--- src/hw/rtl/bmp_pkg.sv ---
// Shared constants, payload types and build states for the binomial block.
package bmp_pkg;

    localparam int MOD_W          = 31;
    localparam int IDX_W          = 12;
    localparam int TABLE_SIZE_DEF = 2048;
    localparam int QUEUE_DEPTH    = 4;
    localparam logic [MOD_W-1:0] MODULUS_RESET = 31'd1000000007;

    localparam logic OP_CHOOSE = 1'b0;
    localparam logic OP_MULTI  = 1'b1;

    typedef struct packed {
        logic             operation;
        logic [IDX_W-1:0] n;
        logic [IDX_W-1:0] k;
    } query_t;

    typedef struct packed {
        logic [MOD_W-1:0] value;
        logic             out_of_table;
    } result_t;

    typedef enum logic [2:0] {
        BS_INIT,
        BS_DIV,
        BS_READ,
        BS_MUL_T,
        BS_MUL_F,
        BS_MUL_I,
        BS_WRITE,
        BS_DONE
    } build_state_t;

endpackage

--- src/hw/rtl/bmp_fifo.sv ---
// Small register queue between the front and back sections.
module bmp_fifo #(
    parameter int DW    = 8,
    parameter int DEPTH = bmp_pkg::QUEUE_DEPTH
) (
    input  logic          clk,
    input  logic          rst_n,
    input  logic          push,
    input  logic [DW-1:0] push_data,
    output logic          full,
    input  logic          pop,
    output logic          head_valid,
    output logic [DW-1:0] head_data
);
    localparam int PW = (DEPTH > 1) ? $clog2(DEPTH) : 1;
    localparam int CW = $clog2(DEPTH + 1);

    logic [DW-1:0] mem_reg [DEPTH];
    logic [PW-1:0] wr_ptr_reg, wr_ptr_next;
    logic [PW-1:0] rd_ptr_reg, rd_ptr_next;
    logic [CW-1:0] count_reg, count_next;

    assign full       = (count_reg == CW'(DEPTH));
    assign head_valid = (count_reg != '0);
    assign head_data  = mem_reg[rd_ptr_reg];

    always_comb
    begin
        wr_ptr_next = wr_ptr_reg;
        rd_ptr_next = rd_ptr_reg;
        count_next  = count_reg;
        if (push)
        begin
            wr_ptr_next = (wr_ptr_reg == PW'(DEPTH - 1)) ? '0 : wr_ptr_reg + 1'b1;
        end
        if (pop)
        begin
            rd_ptr_next = (rd_ptr_reg == PW'(DEPTH - 1)) ? '0 : rd_ptr_reg + 1'b1;
        end
        if (push && !pop)
        begin
            count_next = count_reg + 1'b1;
        end
        else if (pop && !push)
        begin
            count_next = count_reg - 1'b1;
        end
    end

    always_ff @(posedge clk or negedge rst_n)
    begin
        if (!rst_n)
        begin
            wr_ptr_reg <= '0;
            rd_ptr_reg <= '0;
            count_reg  <= '0;
        end
        else
        begin
            wr_ptr_reg <= wr_ptr_next;
            rd_ptr_reg <= rd_ptr_next;
            count_reg  <= count_next;
        end
    end

    always_ff @(posedge clk)
    begin
        if (push)
        begin
            mem_reg[wr_ptr_reg] <= push_data;
        end
    end
endmodule

--- config.mk ---
export PLATFORM = sky130hd
export DESIGN_NAME = bmp_fifo
export DESIGN_NICKNAME = d
export VERILOG_FILES = /design/src/hw/rtl/bmp_pkg.sv /design/src/hw/rtl/bmp_fifo.sv
export SDC_FILE = /design/constraint.sdc
export NUM_CORES = 1
export LEC_CHECK = 0
export BUFFER_PORTS_ARGS = -buffer_cell sky130_fd_sc_hd__buf_2
export CAP_MARGIN = 20
export CORE_MARGIN = 1.5
export CORE_UTILIZATION = 59
export DETAILED_ROUTE_END_ITERATION = 10
export GPL_TIMING_DRIVEN = 0
export PLACE_DENSITY = 0.82
export SLEW_MARGIN = 20
export SYNTH_ARGS = -nofsm -noshare
export SYNTH_HDL_FRONTEND = slang
export SYNTH_SLANG_ARGS = --single-unit
--- constraint.sdc ---
create_clock -name clk -period 2.9 [get_ports clk]
set_input_delay 0 -clock clk [delete_from_list [all_inputs] [get_ports clk]]
set_output_delay 0 -clock clk [all_outputs]
set_load 0.1 [all_outputs]
==> reports/metrics.yaml, run 1 <==
global_routing:
  track_usage: 0.196
  grt_pass1_wl_um: 3670
  grt_max_degree: 13
  grt_pass1_vias: 810
  antenna_found_initial: 0
  overflow: 0
logic_synthesis:
  ys_warn_count: 0
  synth-seq-area-share: 0.723
  synth.avg_cell_area_um2: 19.9
  ys_ff_latch: 39
  syn_area_um2: 1570
  ys_types: 18
  synthesis.nets: 98
  synthCells: 79
route:
  firstDrtPassIters: 4
  via_per_inst: 5.27
  totalWireLength_um: 2320
  drt-initial-drc-count: 17
  vias: 785
  drc_errors: 0
  ant_nets: 0
  post_drt_wl_per_cell_um: 15.5
die:
  dieArea_um2: 2980
  rows: 18
  die_w_um: 54.6
  core_area_um2: 2500
  die_h_um: 54.6
  ios: 22
  start_util: 0.629
timing:
  fmax_mhz: 584
  setup_viol: 0
  finalHoldViolCount: 0
  post-route-period-util: 0.591
  slew_viol_final: 0
  holdWs_ps: 49.0
  tightest_slew_ps: 486
  min_period_ps: 1710
  finClkSkew_ps: 4.32
  rsz0062_at_grt: "no"
  fin_tns_setup_ps: 0
  relSlewSlack: 0.678
finish:
  layout-drive-gt1-share: 0.345
  antenna_cells: 0
  area_growth_pct: 20.9
  largest_reg_flops: 32
  nets: 137
placed_design:
  dp.final_hpwl_um: 1540
  place.port_buffers: 21
  gp_congestion: 0.601
setup_path:
  required_ps: 2900
  path_class: "reg2out"
  cp-start-kind: "register"
  end_kind: "output port"
  worst-path-max-fanout: 10
  critPathArrivalTime_ps: 1710
clocking:
  root_buffer: "clkbuf_4"
  clock_latency_ps: 340
  cts.sinks: 39
  cts_tree: "built"
  htreeDepth: 2
  clk_transition_reported_paths_ps: 110
  cts_buffer_depth: 2
  cts_buffers: 5
  cts_setup_buffers: 0
job:
  cap_violations: 0
status:
  status: "finished clean"
worst_hold_path:
  hold_class: "in2async"
-- area by class of cell --
type,instances,area [um2]
plain buffers,2,16.3
clock buffers,5,37.5
clock inverters,3,38.8
fillers,145,599
inverters,5,18.8
multi-input cells,33,400
flip-flops and latches,39,1140
well taps,30,37.5
repair buffers,32,215
-- routing by layer --
layer  track usage  vias up  routed length (um)
met5             0        -                   0
met4         0.113        0                  48
met3        0.0574        5                  77
met2         0.296       22                1130
met1         0.253      381                1060
li1              -      377                   -
-- critical path, cell delays in order, from the launching register on --
cell     delay [ps]
dfrtp_1         380
buf_6           180
mux4_2          510
buf_2           310
-- cell families (layout without fill, tap and decap cells) --
family,Yosys count,after routing,share of synthesized area
DFF,39,39,0.723
muxes,11,11,0.136
and+or+nand+nor,10,10,0.0350
adders and majority gates,7,7,0.0605
buffers and inverters,7,47,0.0223
xor gates and xnor gates,3,3,0.0167
AOI/OAI and AO/OA,2,2,0.00637
-- placed cells by master (no fill, tap or decap) --
| cell type | instances |
|---|---|
| nor3b_1 | 1 |
| bufinv_16 | 1 |
| nand3_1 | 1 |
| edfxtp_1 | 32 |
| and2_1 | 4 |
| clkinv_1 | 1 |
| buf_2 | 22 |
| inv_1 | 5 |
| mux2_2 | 3 |
| o21ai_0 | 2 |
| xor2_1 | 2 |
| fa_1 | 1 |
| clkinv_2 | 1 |
| ha_1 | 6 |
| buf_6 | 1 |
| xnor2_1 | 1 |
| nand2_1 | 1 |
| or3_1 | 1 |
| dlygate4sd3_1 | 11 |
| clkbuf_4 | 5 |
| mux4_2 | 8 |
| nor2_1 | 2 |
| dfrtp_1 | 7 |
-- metrics by stage --
step                      cells  instance area [um2]  setup slack, ps   util
after floorplan              79                 1570              271      -
after global placement      130                 1710             1520  0.686
after detailed placement    130                 1710             1500  0.686
after CTS                   149                 1900             1150  0.760
after global routing        149                 1900             1110  0.760
final                       149                 1900             1190  0.760
-- cells in the mapped netlist, drive strengths merged --
master | instances | area, um2
edfxtp | 32 | 961
dfrtp | 7 | 175
mux2 | 3 | 33.8
mux4 | 8 | 180
and2 | 4 | 25.0
xnor2 | 1 | 8.76
xor2 | 2 | 17.5
nand3 | 1 | 5.00
inv | 5 | 18.8
ha | 6 | 75.1
buf | 2 | 16.3
fa | 1 | 20.0
o21ai | 2 | 10.0
nor2 | 2 | 7.51
or3 | 1 | 6.26
nor3b | 1 | 7.51
nand2 | 1 | 3.75
-- path summary, 6_finish.rpt --
kind | depth (start not counted) | slack, ps | to | from
setup / recovery | 3 | 1190 | head_data[2] | rd_ptr_reg[0]$_DFFE_PN0P_
hold / removal | 2 | 50 | rd_ptr_reg[1]$_DFFE_PN0P_ | rst_n
setup reg to reg | 3 | 1520 | mem_reg[1][2]$_DFFE_PP_ | wr_ptr_reg[1]$_DFFE_PN0P_
hold reg to reg | 1 | 490 | count_reg[2]$_DFFE_PN0P_ | count_reg[2]$_DFFE_PN0P_
max in group asynchronous | 2 | 2700 | count_reg[0]$_DFFE_PN0P_ | rst_n
min in group clk | 2 | 400 | mem_reg[1][7]$_DFFE_PP_ | push_data[7]
-- repair_timing --
item	4_1_cts	5_1_grt
gates resized for setup	0	0
hold buffers	11	0
hold endpoints to repair	43	0
Power of run 1 is not shown: default switching activity piles up to over one toggle a cycle in this logic, so the estimate is an artifact.
==> run 2: changes to the inputs <==
CORE_UTILIZATION = 55   (was 59)
PLACE_DENSITY = 0.77   (was 0.82)
clock period = 1.76 ns   (was 2.9 ns; I/O delays follow)
==> run 2 against run 1 <==
  * First-iteration DRC count up 24%
  * Global-route usage fell by 2.6 points
  * Register-to-register slack worse by 1200 ps
  * Wire length is 2.8% higher
  * Cell area increased by 3.6%
  * Clock skew up 1.1 ps
  * Critical path type unchanged
==> reports/metrics.yaml, run 2 (synthesis gave the netlist of run 1 again) <==
clocking:
  htreeDepth: 2  # unchanged
  root_buffer: "clkbuf_4"
  cts_tree: "built"
  cts.sinks: 39  # unchanged
  cts_setup_buffers: 0  # unchanged
  clk_transition_reported_paths_ps: 120  # about the same
  cts_buffers: 5  # unchanged
  clock_latency_ps: 340  # about the same
  cts_buffer_depth: 2  # unchanged
setup_path:
  required_ps: 1760  # -1140 ps
  crit_path_top_delay_cell: "mux4_2"
  worst-path-max-fanout: 10  # unchanged
  crit_buf_inv: 2  # unchanged
  slowest_delay_ps: 520  # about the same
  critPathTopFamily: "multiplexers"
  path_class: "reg2out"
  crit_chain: "buf_6, mux4_2, buf_4"
  critPathArrivalTime_ps: 1680  # -30 ps
  cp-start-kind: "register"
  end_kind: "output port"
global_routing:
  grt_use_met2: 0.286  # -0.00992
  grt_max_degree: 14  # +1
  met1_usage: 0.190  # -0.0631
  grt_pass1_vias: 848  # +4.7%
  top_usage_layer: "met2"
  grt_pass1_wl_um: 3820  # +4.0%
  antenna_found_initial: 0  # unchanged
  track_usage: 0.170  # -0.0260
  met3_usage: 0.0691  # +0.0117
  overflow: 0  # unchanged
timing:
  min_period_ps: 1680
  finClkSkew_ps: 5.40  # +1.08 ps
  tightest_slew_ps: 485  # -1.11 ps
  fin_tns_setup_ps: 0  # unchanged
  rsz0062_at_grt: "no"
  slew_viol_final: 0  # unchanged
  fmax_mhz: 596
  finalHoldViolCount: 0  # unchanged
  layout_setup_ws_ps: 82.9  # -1100 ps
  setup_viol: 0  # unchanged
  post-route-period-util: 0.953
  relSlewSlack: 0.679  # +0.000736
  holdWs_ps: 405  # +356 ps
finish:
  area_growth_pct: 25.3
  final_common_cell: "edfxtp_1"
  layout-drive-gt1-share: 0.358  # +0.0138
  ff_latch_area_um2: 1140  # unchanged
  antenna_cells: 0  # unchanged
  nets: 138  # +0.73%
  layout_common_cells: "edfxtp_1 (32), buf_2 (14), dlygate4sd3_1 (12)"
  stdcell_count: 151  # +1.3%
  multi_input_area_um2: 405  # +1.3%
  fillers: 154  # +6.2%
  largest_reg_flops: 32  # unchanged
placed_design:
  place.port_buffers: 21  # unchanged
  post-place-ws_ps: 338  # -1160 ps
  gp_congestion: 0.750  # +25%
  placed_cells: 131  # +0.77%
job:
  cap_violations: 0  # unchanged
status:
  status: "finished clean"
die:
  die_h_um: 56.5  # +3.4%
  rows: 19  # +1
  core_area_um2: 2730  # +9.4%
  start_util: 0.575  # -0.0538
  die_w_um: 56.5  # +3.4%
  ios: 22  # unchanged
  dieArea_um2: 3190  # +6.9%
route:
  totalWireLength_um: 2380  # +2.8%
  via_per_inst: 5.40  # +2.6%
  drt-initial-drc-count: 21  # +4
  post_drt_wl_per_cell_um: 15.8  # +1.5%
  vias: 816  # +3.9%
  ant_nets: 0  # unchanged
  drc_errors: 0  # unchanged
  firstDrtPassIters: 4  # unchanged
worst_hold_path:
  hold_class: "in2reg"
-- run 2: cell types whose count changed in the layout (fill, tap and decap cells not counted), sizes merged --
cell and change:
clkinvlp +1, bufinv +1, clkinv -2, dlygate4sd3 +1
-- run 2: final timing paths --
kind | start | to | slack [ps] | cells after the start
max reg2reg | wr_ptr_reg[0]$_DFFE_PN0P_ | mem_reg[2][2]$_DFFE_PP_ | 350 | 3
min in group asynchronous | rst_n | count_reg[1]$_DFFE_PN0P_ | 590 | 3
max | rd_ptr_reg[0]$_DFFE_PN0P_ | head_data[3] | 80 | 3
max in group asynchronous | rst_n | count_reg[0]$_DFFE_PN0P_ | 930 | 3
min reg2reg | count_reg[2]$_DFFE_PN0P_ | count_reg[2]$_DFFE_PN0P_ | 490 | 1
min | push_data[4] | mem_reg[2][4]$_DFFE_PP_ | 400 | 2
-- run 2: area by class of cell --
class                   instances  area share
well taps                      31      0.0197
clock buffers                   5      0.0191
plain buffers                   2     0.00826
multi-input cells              33       0.206
flip-flops and latches         39       0.577
inverters                       5     0.00953
repair buffers                 33       0.126
clock inverters                 3      0.0343
-- run 2: worst register-to-register path: stages, from the launching register on --
cell     delay, ps
dfrtp_1        420
inv_1          120
ha_1           160
and2_1         370
-- run 2: routing by layer --
| metal | part of all wire | vias to the layer above |
|---|---|---|
| met5 | 0 | - |
| met4 | 0.019 | 0 |
| met3 | 0.045 | 4 |
| met2 | 0.55 | 23 |
| met1 | 0.39 | 411 |
| li1 | - | 378 |
-- run 2: what timing repair did --
action	in CTS	in global routing
resized for setup	2	13
hold buffers	12	0
endpoints found under the hold margin	43	0
endpoints found under the setup margin	2	7
-- run 2: metrics by stage --
step,utilization,cell area [um2]
global placement,0.629,1720
global route,0.720,1970
finish,0.720,1970
detailed placement,0.629,1720
CTS,0.714,1950
floorplan,-,1580
Power of run 2 is left out for the same reason.
==> run 3: changes to the inputs <==
ABC_AREA = 1   (was unset)
CORE_UTILIZATION = 56   (was 55)
HOLD_SLACK_MARGIN = 0.08   (was unset)
PLACE_DENSITY = 0.78   (was 0.77)
==> run 3 against run 2 <==
  * Cell count is 44% higher
  * First-iteration DRC count is 52% higher
  * Sequential share of layout area decreased by 3.5 points
  * Synthesized cell count is 84% higher
  * Non-clock buffer count is 2 higher
  * Count of clock-buffer cells in the layout rose by 1
  * The run now ends with DRC left
  * Critical path type unchanged
==> reports/metrics.yaml, run 3 <==
timing:
  finClkSkew_ps: 9.90  # +4.49 ps
  rsz0062_at_grt: "no"
  post-route-period-util: 0.906  # -0.0470
  fmax_mhz: 627  # +5.2%
  tightest_slew_ps: 483  # -2.12 ps
  slew_viol_final: 0  # unchanged
  finalHoldViolCount: 0  # unchanged
  fin_tns_setup_ps: 0  # unchanged
  min_period_ps: 1590  # -82.7 ps
  setup_viol: 0  # unchanged
  relSlewSlack: 0.680  # +0.00140
logic_synthesis:
  synth_top_area_cell: "edfxtp_1"
  synth.most_common_cell: "nand2_1"
  synthTopCellsByArea: "edfxtp_1 (56%), dfrtp_1 (10%), nand2_1 (8.8%)"
  synthArstFlopShare: 0.179  # unchanged
  synthTopCellsByCount: "nand2_1 (40), edfxtp_1 (32), inv_1 (27)"
  synthCells: 145  # +84%
  synth_edf_count: 32  # unchanged
  ys_warn_count: 0  # unchanged
  ys_ff_latch: 39  # unchanged
  synth.avg_cell_area_um2: 11.8  # -41%
  ys_types: 19  # +1
  synthesis.nets: 164  # +67%
  synth_top_area_frac: 0.563  # -0.0488
  ys.flop_type: "edfxtp_1"
  syn_area_um2: 1710  # +8.7%
  synth-seq-area-share: 0.665  # -0.0577
die:
  die_h_um: 58.2  # +3.1%
  core_area_um2: 2830  # +3.5%
  start_util: 0.604  # +0.0289
  dieArea_um2: 3390  # +6.4%
  die_w_um: 58.2  # +3.1%
  rows: 19  # unchanged
  ios: 22  # unchanged
finish:
  layout_common_cells: "nand2_1 (40), edfxtp_1 (32), inv_1 (27)"
  stdcell_area_um2: 2100  # +6.5%
  nets: 204  # +48%
  layout-drive-gt1-share: 0.188  # -0.170
  area_growth_pct: 22.9
  fillers: 203  # +32%
  largest_reg_flops: 32  # unchanged
  final_common_cell: "nand2_1"
  antenna_cells: 0  # unchanged
  multi_input_area_um2: 424  # +4.6%
  ff_latch_area_um2: 1140  # unchanged
setup_path:
  worst-path-max-fanout: 9  # -1
  critPathArrivalTime_ps: 1590  # -90 ps
  cp-start-kind: "register"
  path_class: "reg2out"
  end_kind: "output port"
  required_ps: 1760  # about the same
route:
  ant_nets: 0  # unchanged
  vias: 1114  # +37%
  via_per_inst: 5.13  # -5.0%
  totalWireLength_um: 3050  # +28%
  drc_errors: 2  # +2
  firstDrtPassIters: 8  # +4
  post_drt_wl_per_cell_um: 14.1  # -11%
  drt-initial-drc-count: 32  # +52%
clocking:
  clk_transition_reported_paths_ps: 120  # about the same
  htreeDepth: 2  # unchanged
  clock_latency_ps: 340  # about the same
  cts_buffer_depth: 2  # unchanged
  root_buffer: "clkbuf_4"
  cts.sinks: 39  # unchanged
  cts_tree: "built"
  cts_buffers: 5  # unchanged
global_routing:
  overflow: 0  # unchanged
  antenna_found_initial: 0  # unchanged
  grt_max_degree: 13  # -1
  track_usage: 0.213  # +0.0433
  grt_pass1_wl_um: 5140  # +35%
  grt_pass1_vias: 1161  # +37%
worst_hold_path:
  hold_class: "in2reg"
status:
  status: "finished, violations left"
  violations: "DRC"
job:
  cap_violations: 0  # unchanged
placed_design:
  place.port_buffers: 21  # unchanged
  postPlaceCellArea_um2: 1860  # +7.9%
  gp_congestion: 0.717  # -4.5%
  dp.final_hpwl_um: 2080
-- run 3: changes by cell type in the layout (fill, tap and decap cells not counted), moves of 3 or more --
cell      delta
mux4_2       -8
clkbuf_4     +8
o211ai_1    +16
mux2_2       -3
buf_4        -6
and2_1       -4
nand2_1     +39
inv_1       +22
-- run 3: metrics by stage --
| step | setup slack (ps) | hold slack (ps) | utilization | instances |
|---|---|---|---|---|
| after floorplan | 117 | -296 | - | 145 |
| after global placement | 441 | -161 | 0.656 | 197 |
| after detailed placement | 373 | -159 | 0.656 | 197 |
| after CTS | 46.5 | 390 | 0.735 | 217 |
| after global routing | 58.5 | 404 | 0.742 | 217 |
| final | 166 | 406 | 0.742 | 217 |
-- run 3: worst paths after layout --
kind	start	to	slack, ps	depth (start not counted)
setup / recovery	rd_ptr_reg[1]$_DFFE_PN0P_	head_data[3]	170	5
hold / removal	push_data[4]	mem_reg[0][4]$_DFFE_PP_	410	2
setup reg to reg	wr_ptr_reg[1]$_DFFE_PN0P_	mem_reg[1][3]$_DFFE_PP_	390	4
hold reg to reg	count_reg[2]$_DFFE_PN0P_	count_reg[2]$_DFFE_PN0P_	480	2
max in group asynchronous	rst_n	count_reg[1]$_DFFE_PN0P_	920	3
min in group asynchronous	rst_n	rd_ptr_reg[1]$_DFFE_PN0P_	600	3
-- run 3: timing repair --
item / in CTS / in global routing
endpoints found under the hold margin: 43 / 0
setup buffers: 0 / 0
hold buffers: 12 / 0
endpoints found under the setup margin: 0 / 8
resized for setup: 0 / 8
-- run 3: cells by family after synthesis --
group / after synthesis / synth area share
AOI/OAI and AO/OA: 21 / 0.0850
adders and majority gates: 7 / 0.0557
buffers and inverters: 33 / 0.0894
DFF: 39 / 0.665
xor gates and xnor gates: 1 / 0.00513
and+or+nand+nor: 44 / 0.0996
-- run 3: metal layers --
layer  routed length, um  up-vias  GRT usage
li1                    -      563          -
met1                1280      521      0.258
met2                1610       23      0.369
met3                 123        7     0.0625
met4                  40        0     0.0664
met5                   0        -          0
-- run 3: area by class of cell --
type	instances	area share
plain buffers	4	0.0209
clock buffers	6	0.0197
clock inverters	2	0.0286
inverters	29	0.0519
multi-input cells	73	0.202
flip-flops and latches	39	0.541
well taps	31	0.0185
repair buffers	33	0.117
-- run 3: worst max-delay path, cell delays in order (launching register included) --
cell	delay [ps]
dfrtp_1	400
buf_4	180
inv_2	160
o211ai_1	120
nand2_1	70
clkbuf_4	320
Power of run 3 is left out for the same reason.
